$ cat src/design/hcbc_pkg.sv
// Package for the HSV color band classifier: payload structs, band layout,
// register indexes and class codes. No dependencies.
package hcbc_pkg;

    localparam int BandCount = 5;
    localparam int BandWidth = 58;

    typedef struct packed {
        logic [7:0] red;
        logic [7:0] green;
        logic [7:0] blue;
    } t_pixel;

    typedef struct packed {
        logic [2:0]  color_class;
        logic [10:0] hue;
        logic        hue_undefined;
        logic [8:0]  saturation;
        logic [8:0]  brightness;
    } t_result;

    typedef struct packed {
        logic [8:0]  val_hi;
        logic [8:0]  val_lo;
        logic [8:0]  sat_hi;
        logic [8:0]  sat_lo;
        logic [10:0] hue_hi;
        logic [10:0] hue_lo;
    } t_band;

    typedef enum logic [2:0] {
        REG_RED    = 3'd0,
        REG_GREEN  = 3'd1,
        REG_BLUE   = 3'd2,
        REG_YELLOW = 3'd3,
        REG_ORANGE = 3'd4
    } t_reg_index;

    typedef enum logic [2:0] {
        CLASS_NONE   = 3'd0,
        CLASS_RED    = 3'd1,
        CLASS_GREEN  = 3'd2,
        CLASS_BLUE   = 3'd3,
        CLASS_YELLOW = 3'd4,
        CLASS_ORANGE = 3'd5
    } t_class;

    // Operands handed from the front stages to the divider stages.
    typedef struct packed {
        logic        valid;
        logic        undef;
        logic [7:0]  d;
        logic [7:0]  mx;
        logic [18:0] hue_num;
        logic [8:0]  val;
    } t_div;

endpackage

$ cat src/design/hcbc_front.sv
// Front stages: max/min/delta, hue numerator and brightness.
// Depends on hcbc_pkg.
module hcbc_front (
    input  logic            i_clk,
    input  logic            i_rst_n,
    input  logic            i_valid,
    input  hcbc_pkg::t_pixel i_pixel,
    output hcbc_pkg::t_div  o_div
);
    import hcbc_pkg::*;

    logic       r_v1;
    t_pixel     r_px;
    logic [7:0] r_mx, r_mn;
    logic [7:0] n_mx, n_mn;
    logic [1:0] n_sel;
    logic [1:0] r_sel;

    always_comb begin
        n_mx = i_pixel.red;
        n_sel = 2'd0;
        if (i_pixel.green > n_mx) begin
            n_mx = i_pixel.green;
            n_sel = 2'd1;
        end
        if (i_pixel.blue > n_mx) begin
            n_mx = i_pixel.blue;
            n_sel = 2'd2;
        end
        n_mn = i_pixel.red;
        if (i_pixel.green < n_mn) n_mn = i_pixel.green;
        if (i_pixel.blue < n_mn) n_mn = i_pixel.blue;
    end

    always_ff @(posedge i_clk) begin
        if (!i_rst_n) begin
            r_v1 <= 1'b0;
        end else begin
            r_v1 <= i_valid;
        end
        r_px  <= i_pixel;
        r_mx  <= n_mx;
        r_mn  <= n_mn;
        r_sel <= n_sel;
    end

    // Hue numerator: base*d plus 240 times the signed channel difference,
    // at most 1440*255.
    logic [7:0]  w_d;
    logic [18:0] n_num;
    logic [8:0]  n_diff;
    logic [10:0] n_base;
    logic [18:0] n_bd;
    logic [18:0] n_dd;

    always_comb begin
        w_d = r_mx - r_mn;
        n_base = 11'd0;
        n_diff = 9'd0;
        unique case (r_sel)
            2'd0: begin
                n_base = 11'd0;
                n_diff = {1'b0, r_px.green} - {1'b0, r_px.blue};
                if (r_px.green < r_px.blue) n_base = 11'd1440;
            end
            2'd1: begin
                n_base = 11'd480;
                n_diff = {1'b0, r_px.blue} - {1'b0, r_px.red};
            end
            default: begin
                n_base = 11'd960;
                n_diff = {1'b0, r_px.red} - {1'b0, r_px.green};
            end
        endcase
        n_bd = 19'(n_base) * 19'(w_d);
        n_dd = 19'($signed({{10{n_diff[8]}}, n_diff}) * 19'sd240);
        n_num = n_bd + n_dd;
    end

    always_ff @(posedge i_clk) begin
        if (!i_rst_n) begin
            o_div.valid <= 1'b0;
        end else begin
            o_div.valid <= r_v1;
        end
        o_div.undef   <= (w_d == 8'd0);
        o_div.d       <= w_d;
        o_div.mx      <= r_mx;
        o_div.hue_num <= n_num;
        o_div.val     <= (r_mx == 8'hFF) ? 9'd256 : {1'b0, r_mx};
    end
endmodule

$ cat src/design/hcbc_div.sv
// Restoring division stages: hue = num/d (19b/8b) and sat = 256*d/mx.
// Depends on hcbc_pkg; each stage resolves up to four quotient bits per operand.
module hcbc_div (
    input  logic           i_clk,
    input  logic           i_rst_n,
    input  hcbc_pkg::t_div i_div,
    output logic           o_valid,
    output logic           o_undef,
    output logic [10:0]    o_hue,
    output logic [8:0]     o_sat,
    output logic [8:0]     o_val
);
    import hcbc_pkg::*;

    // Hue: 19 dividend bits shifted in MSB first, quotient builds in the low
    // bits. Sat: 17-bit dividend d<<8 over mx, quotient fits 9 bits.
    localparam int Steps = 20;
    localparam int HueSteps = 19;
    localparam int SatSteps = 17;
    localparam int PerStage = 4;
    localparam int NStg = Steps / PerStage;

    typedef struct packed {
        logic [8:0]  hr;
        logic [18:0] hn;
        logic [8:0]  sr;
        logic [16:0] sn;
    } t_quo;

    function automatic t_quo div_stage(t_quo q, logic [7:0] d, logic [7:0] mx, int first);
        t_quo t;
        t = q;
        for (int k = 0; k < PerStage; k++) begin
            if (first + k < HueSteps) begin
                t.hr = {t.hr[7:0], t.hn[18]};
                t.hn = {t.hn[17:0], 1'b0};
                if (t.hr >= {1'b0, d}) begin
                    t.hr = t.hr - {1'b0, d};
                    t.hn[0] = 1'b1;
                end
            end
            if (first + k < SatSteps) begin
                t.sr = {t.sr[7:0], t.sn[16]};
                t.sn = {t.sn[15:0], 1'b0};
                if (t.sr >= {1'b0, mx} && mx != 8'd0) begin
                    t.sr = t.sr - {1'b0, mx};
                    t.sn[0] = 1'b1;
                end
            end
        end
        return t;
    endfunction

    logic [NStg-1:0] r_v;
    logic [NStg-1:0] r_u;
    t_quo            r_q   [NStg];
    t_quo            n_q   [NStg];
    logic [7:0]      r_d   [NStg];
    logic [7:0]      r_mx  [NStg];
    logic [8:0]      r_val [NStg];

    always_comb begin
        n_q[0] = div_stage({9'd0, i_div.hue_num, 9'd0, {1'b0, i_div.d, 8'd0}},
                           i_div.d, i_div.mx, 0);
        for (int s = 1; s < NStg; s++) begin
            n_q[s] = div_stage(r_q[s-1], r_d[s-1], r_mx[s-1], s * PerStage);
        end
    end

    always_ff @(posedge i_clk) begin
        if (!i_rst_n) begin
            r_v <= '0;
        end else begin
            r_v <= {r_v[NStg-2:0], i_div.valid};
        end
        r_u      <= {r_u[NStg-2:0], i_div.undef};
        r_q      <= n_q;
        r_d[0]   <= i_div.d;
        r_mx[0]  <= i_div.mx;
        r_val[0] <= i_div.val;
        for (int s = 1; s < NStg; s++) begin
            r_d[s]   <= r_d[s-1];
            r_mx[s]  <= r_mx[s-1];
            r_val[s] <= r_val[s-1];
        end
    end

    assign o_valid = r_v[NStg-1];
    assign o_undef = r_u[NStg-1];
    assign o_hue   = r_u[NStg-1] ? 11'd0 : r_q[NStg-1].hn[10:0];
    assign o_sat   = r_q[NStg-1].sn[8:0];
    assign o_val   = r_val[NStg-1];
endmodule

$ cat src/design/hsv_color_band_classifier.sv
// HSV color band classifier: 8 register stages (2 front, 5 divide, 1 classify).
// o_done follows the start transfer through these stages; one pixel per cycle.
// The receiver cannot stall; o_done pulses for one cycle per pixel.
// Synchronous active-low reset clears valid bits and all band registers to 0.
// Depends on hcbc_pkg, hcbc_front, hcbc_div.
module hsv_color_band_classifier (
    input  logic                  i_clk,
    input  logic                  i_rst_n,
    input  logic                  start,
    output logic                  busy,
    input  hcbc_pkg::t_pixel      i_pixel,
    input  logic                  i_cfg_we,
    input  logic [2:0]            i_cfg_index,
    input  logic [57:0]           i_cfg_data,
    output logic                  o_done,
    output hcbc_pkg::t_result     o_result
);
    import hcbc_pkg::*;

    t_band r_band [BandCount];

    always_ff @(posedge i_clk) begin
        if (!i_rst_n) begin
            for (int i = 0; i < BandCount; i++) r_band[i] <= '0;
        end else if (i_cfg_we) begin
            unique case (t_reg_index'(i_cfg_index))
                REG_RED:    r_band[0] <= i_cfg_data;
                REG_GREEN:  r_band[1] <= i_cfg_data;
                REG_BLUE:   r_band[2] <= i_cfg_data;
                REG_YELLOW: r_band[3] <= i_cfg_data;
                REG_ORANGE: r_band[4] <= i_cfg_data;
                default: ;
            endcase
        end
    end

    assign busy = 1'b0;

    t_div       w_div;
    logic       w_v, w_u;
    logic [10:0] w_hue;
    logic [8:0]  w_sat, w_val;

    hcbc_front u_front (
        .i_clk   (i_clk),
        .i_rst_n (i_rst_n),
        .i_valid (start & ~busy),
        .i_pixel (i_pixel),
        .o_div   (w_div)
    );

    hcbc_div u_div (
        .i_clk    (i_clk),
        .i_rst_n  (i_rst_n),
        .i_div    (w_div),
        .o_valid  (w_v),
        .o_undef  (w_u),
        .o_hue    (w_hue),
        .o_sat    (w_sat),
        .o_val    (w_val)
    );

    logic [BandCount-1:0] w_hit;
    always_comb begin
        for (int i = 0; i < BandCount; i++) begin
            logic hue_ok;
            hue_ok = (r_band[i].hue_lo > r_band[i].hue_hi)
                ? (w_hue > r_band[i].hue_lo || w_hue < r_band[i].hue_hi)
                : (w_hue > r_band[i].hue_lo && w_hue < r_band[i].hue_hi);
            w_hit[i] = hue_ok && !w_u
                && w_sat > r_band[i].sat_lo && w_sat < r_band[i].sat_hi
                && w_val > r_band[i].val_lo && w_val < r_band[i].val_hi;
        end
    end

    t_class n_cls;
    always_comb begin
        priority if (w_hit[0]) n_cls = CLASS_RED;
        else if (w_hit[1])     n_cls = CLASS_GREEN;
        else if (w_hit[2])     n_cls = CLASS_BLUE;
        else if (w_hit[3])     n_cls = CLASS_YELLOW;
        else if (w_hit[4])     n_cls = CLASS_ORANGE;
        else                   n_cls = CLASS_NONE;
    end

    always_ff @(posedge i_clk) begin
        if (!i_rst_n) begin
            o_done <= 1'b0;
        end else begin
            o_done <= w_v;
        end
        o_result.color_class   <= n_cls;
        o_result.hue           <= w_hue;
        o_result.hue_undefined <= w_u;
        o_result.saturation    <= w_sat;
        o_result.brightness    <= w_val;
    end

    a_undef_no_class: assert property (@(posedge i_clk) disable iff (!i_rst_n)
        o_done && o_result.hue_undefined |-> o_result.color_class == CLASS_NONE)
        else $error("class on undefined hue");
    a_hue_range: assert property (@(posedge i_clk) disable iff (!i_rst_n)
        o_done |-> o_result.hue < 11'd1440)
        else $error("hue out of range");
    a_latency: assert property (@(posedge i_clk) disable iff (!i_rst_n)
        start |-> ##8 o_done)
        else $error("done missing");
endmodule
$ cat config.mk
export PLATFORM = sky130hd
export DESIGN_NAME = hsv_color_band_classifier
export DESIGN_NICKNAME = d
export VERILOG_FILES = /design/src/design/hcbc_pkg.sv /design/src/design/hcbc_front.sv /design/src/design/hcbc_div.sv /design/src/design/hsv_color_band_classifier.sv
export SDC_FILE = /design/constraint.sdc
export NUM_CORES = 2
export LEC_CHECK = 0
export ABC_AREA = 1
export BUFFER_PORTS_ARGS = -buffer_cell sky130_fd_sc_hd__buf_4
export CORE_MARGIN = 8
export CORE_UTILIZATION = 55
export DETAILED_ROUTE_END_ITERATION = 10
export PLACE_DENSITY_LB_ADDON = 0.08
export SYNTH_ARGS = -nofsm -noshare
export SYNTH_HDL_FRONTEND = slang
export SYNTH_SLANG_ARGS = --single-unit
$ cat constraint.sdc
create_clock -name i_clk -period 14.7 [get_ports i_clk]
set_clock_uncertainty 0.1 [all_clocks]
set_input_delay 1.47 -clock i_clk [delete_from_list [all_inputs] [get_ports i_clk]]
set_output_delay 1.47 -clock i_clk [all_outputs]
set_load 0.05 [all_outputs]
==> reports/qor.yml <==
run_status:
  outcome: "complete, no violations"
min_path:
  min_path_cells: 0
  min_path_type: "flip-flop to flip-flop"
timing:
  final.min_clock_period_ns: 7.96
  slew_headroom_pct: 29.1
  timing.fmax_mhz: 126
  tns_ns: 0
  drv_slew: 0
  finalSetupViolCount: 0
  tightest_slew_ns: 1.06
  hold_viol: 0
  grt_setup_unrepaired: "false"
  fin_crit_sh_pct: 54.2
cells_and_area:
  diodes: 0
  n_fill_cell: 7079
  nets: 6208
  drive_above_1_share_pct: 6.96
  seqCellArea_um2: 16100
  area_growth_pct: 10.8
  stdcell_count: 6462
  multi_input_comb_area_um2: 24200
  postLayoutCoreUtil_pct: 61.1
logic_synthesis:
  synth-async-reset-ratio_pct: 0
  synth_edf_count: 290
  postSynthCellCount: 5167
  ys_seq_area_share_pct: 36.4
  ys_dominant_reg_cell: "dfxtp_1"
  ys_ff_latch: 657
  synth_area_per_cell_um2: 8.53
  synth_cell_type_count: 71
  syn_area_um2: 44100
  yosysWarningCount: 0
  synth_nets: 6033
routing:
  wl_per_cell_um: 15.9
  first_pass_iters: 7
  via_count: 33700
  drc: 0
  initialDrtViolationCount: 1894
  drt_wl_total_mm: 103
  viasPerCell: 5.22
  ant_nets: 0
clock_network:
  cts_setup_buffers: 0
  root_buffer: "clkbuf_16"
  clock_latency_ns: 0.61
  ctsHtreeMaxLevel: 3
  cts_buffer_depth: 3
  cts-buffers-inserted: 74
  cts_tree: "built"
  cts_hold_buf: 0
  path_clk_slew_ns: 0.06
  clkSinkCount: 657
  post_cts_resized: 0
worst_setup_path:
  required_ns: 15.12
  path_depth: 31
  crit_top_cell: "inv_1"
  r2r_cells: 31
  crit_path_max_fanout: 13
  worst_ep_arrival_time_ns: 8.38
  path_buf_inv: 7
  crit_path_max_incr_delay_ns: 0.74
  crit_slowest_cell: "nor2_1"
  cp-start-kind: "flip-flop"
  critPathKind: "flip-flop to flip-flop"
  crit_path_end_kind: "flip-flop"
  path_delay_family: "adder cells"
floorplanning:
  die-width_um: 299
  initial_core_util_pct: 55.2
  die_h_um: 299
  io_pins: 124
  coreArea_um2: 79900
  dieArea_um2: 89400
  num_rows: 104
placed_design:
  gp_congestion: 0.900
  dp.cells: 6326
  portBuffers: 122
  dp_hpwl_mm: 80.3
grt:
  overflow: 0
  grt_max_degree: 59
  gr-usage-all-layers_pct: 22.6
  antenna_found_initial: 0
  grt_pass1_vias: 32500
  grt_pass1_wl_mm: 167
job:
  drv_cap: 0
-- stage by stage --
stage	hold slack (ns)	cell area (um^2)	worst slack (ns)
5_1_grt	0.214	48800	5.88
3_5_place_dp	0.212	46200	6.70
2_1_floorplan	0.210	44100	7.45
4_1_cts	0.205	48800	6.66
3_3_place_gp	0.210	46200	6.89
6_report	0.207	48800	6.74
-- cell families (layout without fill, tap and decap cells) --
group / Yosys count / in the layout / share of synthesized area (%)
DFF: 657 / 657 / 36.4
and+or+nand+nor: 1716 / 1716 / 16.9
adders and majority gates: 777 / 777 / 23.4
other: 1 / 1 / 0.00851
AOI/OAI and AO/OA: 803 / 803 / 10.3
xor gates and xnor gates: 209 / 209 / 4.15
buffers and inverters: 1002 / 1237 / 8.75
muxes: 2 / 2 / 0.0454
-- worst paths after layout --
check / endpoint / startpoint / slack [ns]
max reg2reg: u_front.o_div[26] / u_front.r_sel[1] / 6.74
max: u_front.o_div[26] / u_front.r_sel[1] / 6.74
min reg2reg: u_div.r_val[0][33] / u_div.r_val[0][24] / 0.21
min: u_div.r_val[0][33] / u_div.r_val[0][24] / 0.21
-- cell type report --
class | count | area share, %
multi-input cells | 3508 | 49.6
repair buffers | 139 | 2.14
flip-flops and latches | 657 | 32.9
clock buffers | 99 | 4.43
inverters | 962 | 7.40
well taps | 1060 | 2.72
clock inverters | 37 | 0.896
-- layout by cell type, fill, tap and decap left out, drive strengths merged, types with 4 or more instances in the layout --
master    synthesis  layout
o2111ai           7       7
or2              28      28
nor3             38      38
nand3           222     222
fa               78      78
a221oi            8       8
nand4            97      97
nand2           970     970
a21boi            8       8
bufinv            0       6
edfxtp          290     290
nor2            320     320
dfxtp           367     367
o21a             28      28
o21bai           25      25
clkinvlp          0       7
clkbuf           16      99
o211ai           20      20
xor2            141     141
a21oi           389     389
xnor2            68      68
a21o              9       9
o31ai             8       8
inv             961     966
o311ai            4       4
a211oi           12      12
clkinv            1      20
o21ai           267     267
buf              24     139
nand3b            7       7
ha              699     699
nor4             22      22
-- registers in the layout, indices dropped and copies added (netlist names), 2 cells and up --
register       cells
r_band           290
u_div.r_q         86
u_div.r_val       45
u_front.o_div     42
u_div.n_q         34
o_result          33
u_div.r_d         32
u_div.r_mx        32
u_front.r_px      24
u_div.o_sat        9
u_front.r_mn       8
u_front.r_mx       8
u_div.r_u          5
u_div.r_v          5
u_front.r_sel      2
-- Yosys cell counts (9+ instances only) --
| cell | count | share of area (%) |
|---|---|---|
| xor2_1 | 141 | 2.8 |
| a211oi_1 | 12 | 0.20 |
| o21ai_0 | 202 | 2.3 |
| o21bai_1 | 24 | 0.41 |
| nand4_1 | 95 | 1.3 |
| ha_1 | 699 | 20 |
| o21a_1 | 28 | 0.48 |
| inv_1 | 948 | 8.1 |
| edfxtp_1 | 290 | 20 |
| dfxtp_1 | 367 | 17 |
| nand3_1 | 211 | 2.4 |
| or2_2 | 19 | 0.27 |
| o211ai_1 | 19 | 0.32 |
| o21ai_1 | 45 | 0.51 |
| nor2_1 | 311 | 2.6 |
| nand2_1 | 946 | 8.1 |
| buf_4 | 14 | 0.24 |
| nand2_2 | 19 | 0.27 |
| inv_2 | 12 | 0.10 |
| nor4_1 | 22 | 0.31 |
| a21o_1 | 9 | 0.15 |
| a21oi_1 | 384 | 4.4 |
| clkbuf_1 | 16 | 0.14 |
| fa_1 | 78 | 3.5 |
| nor3_1 | 36 | 0.41 |
| o21ai_2 | 20 | 0.40 |
| xnor2_1 | 68 | 1.4 |
-- routing by layer --
layer / GRT usage, % / wire (um) / vias up / share of wire (%)
met5: 0 / 0 / - / 0
met4: 6.13 / 2320 / 0 / 2.3
met3: 2.61 / 4200 / 140 / 4.1
met2: 39.2 / 49200 / 612 / 48
met1: 29.8 / 47200 / 15500 / 46
li1: - / - / 17500 / -
Power is not shown: default switching activity piles up to over one toggle a cycle in this logic, so the estimate is an artifact.
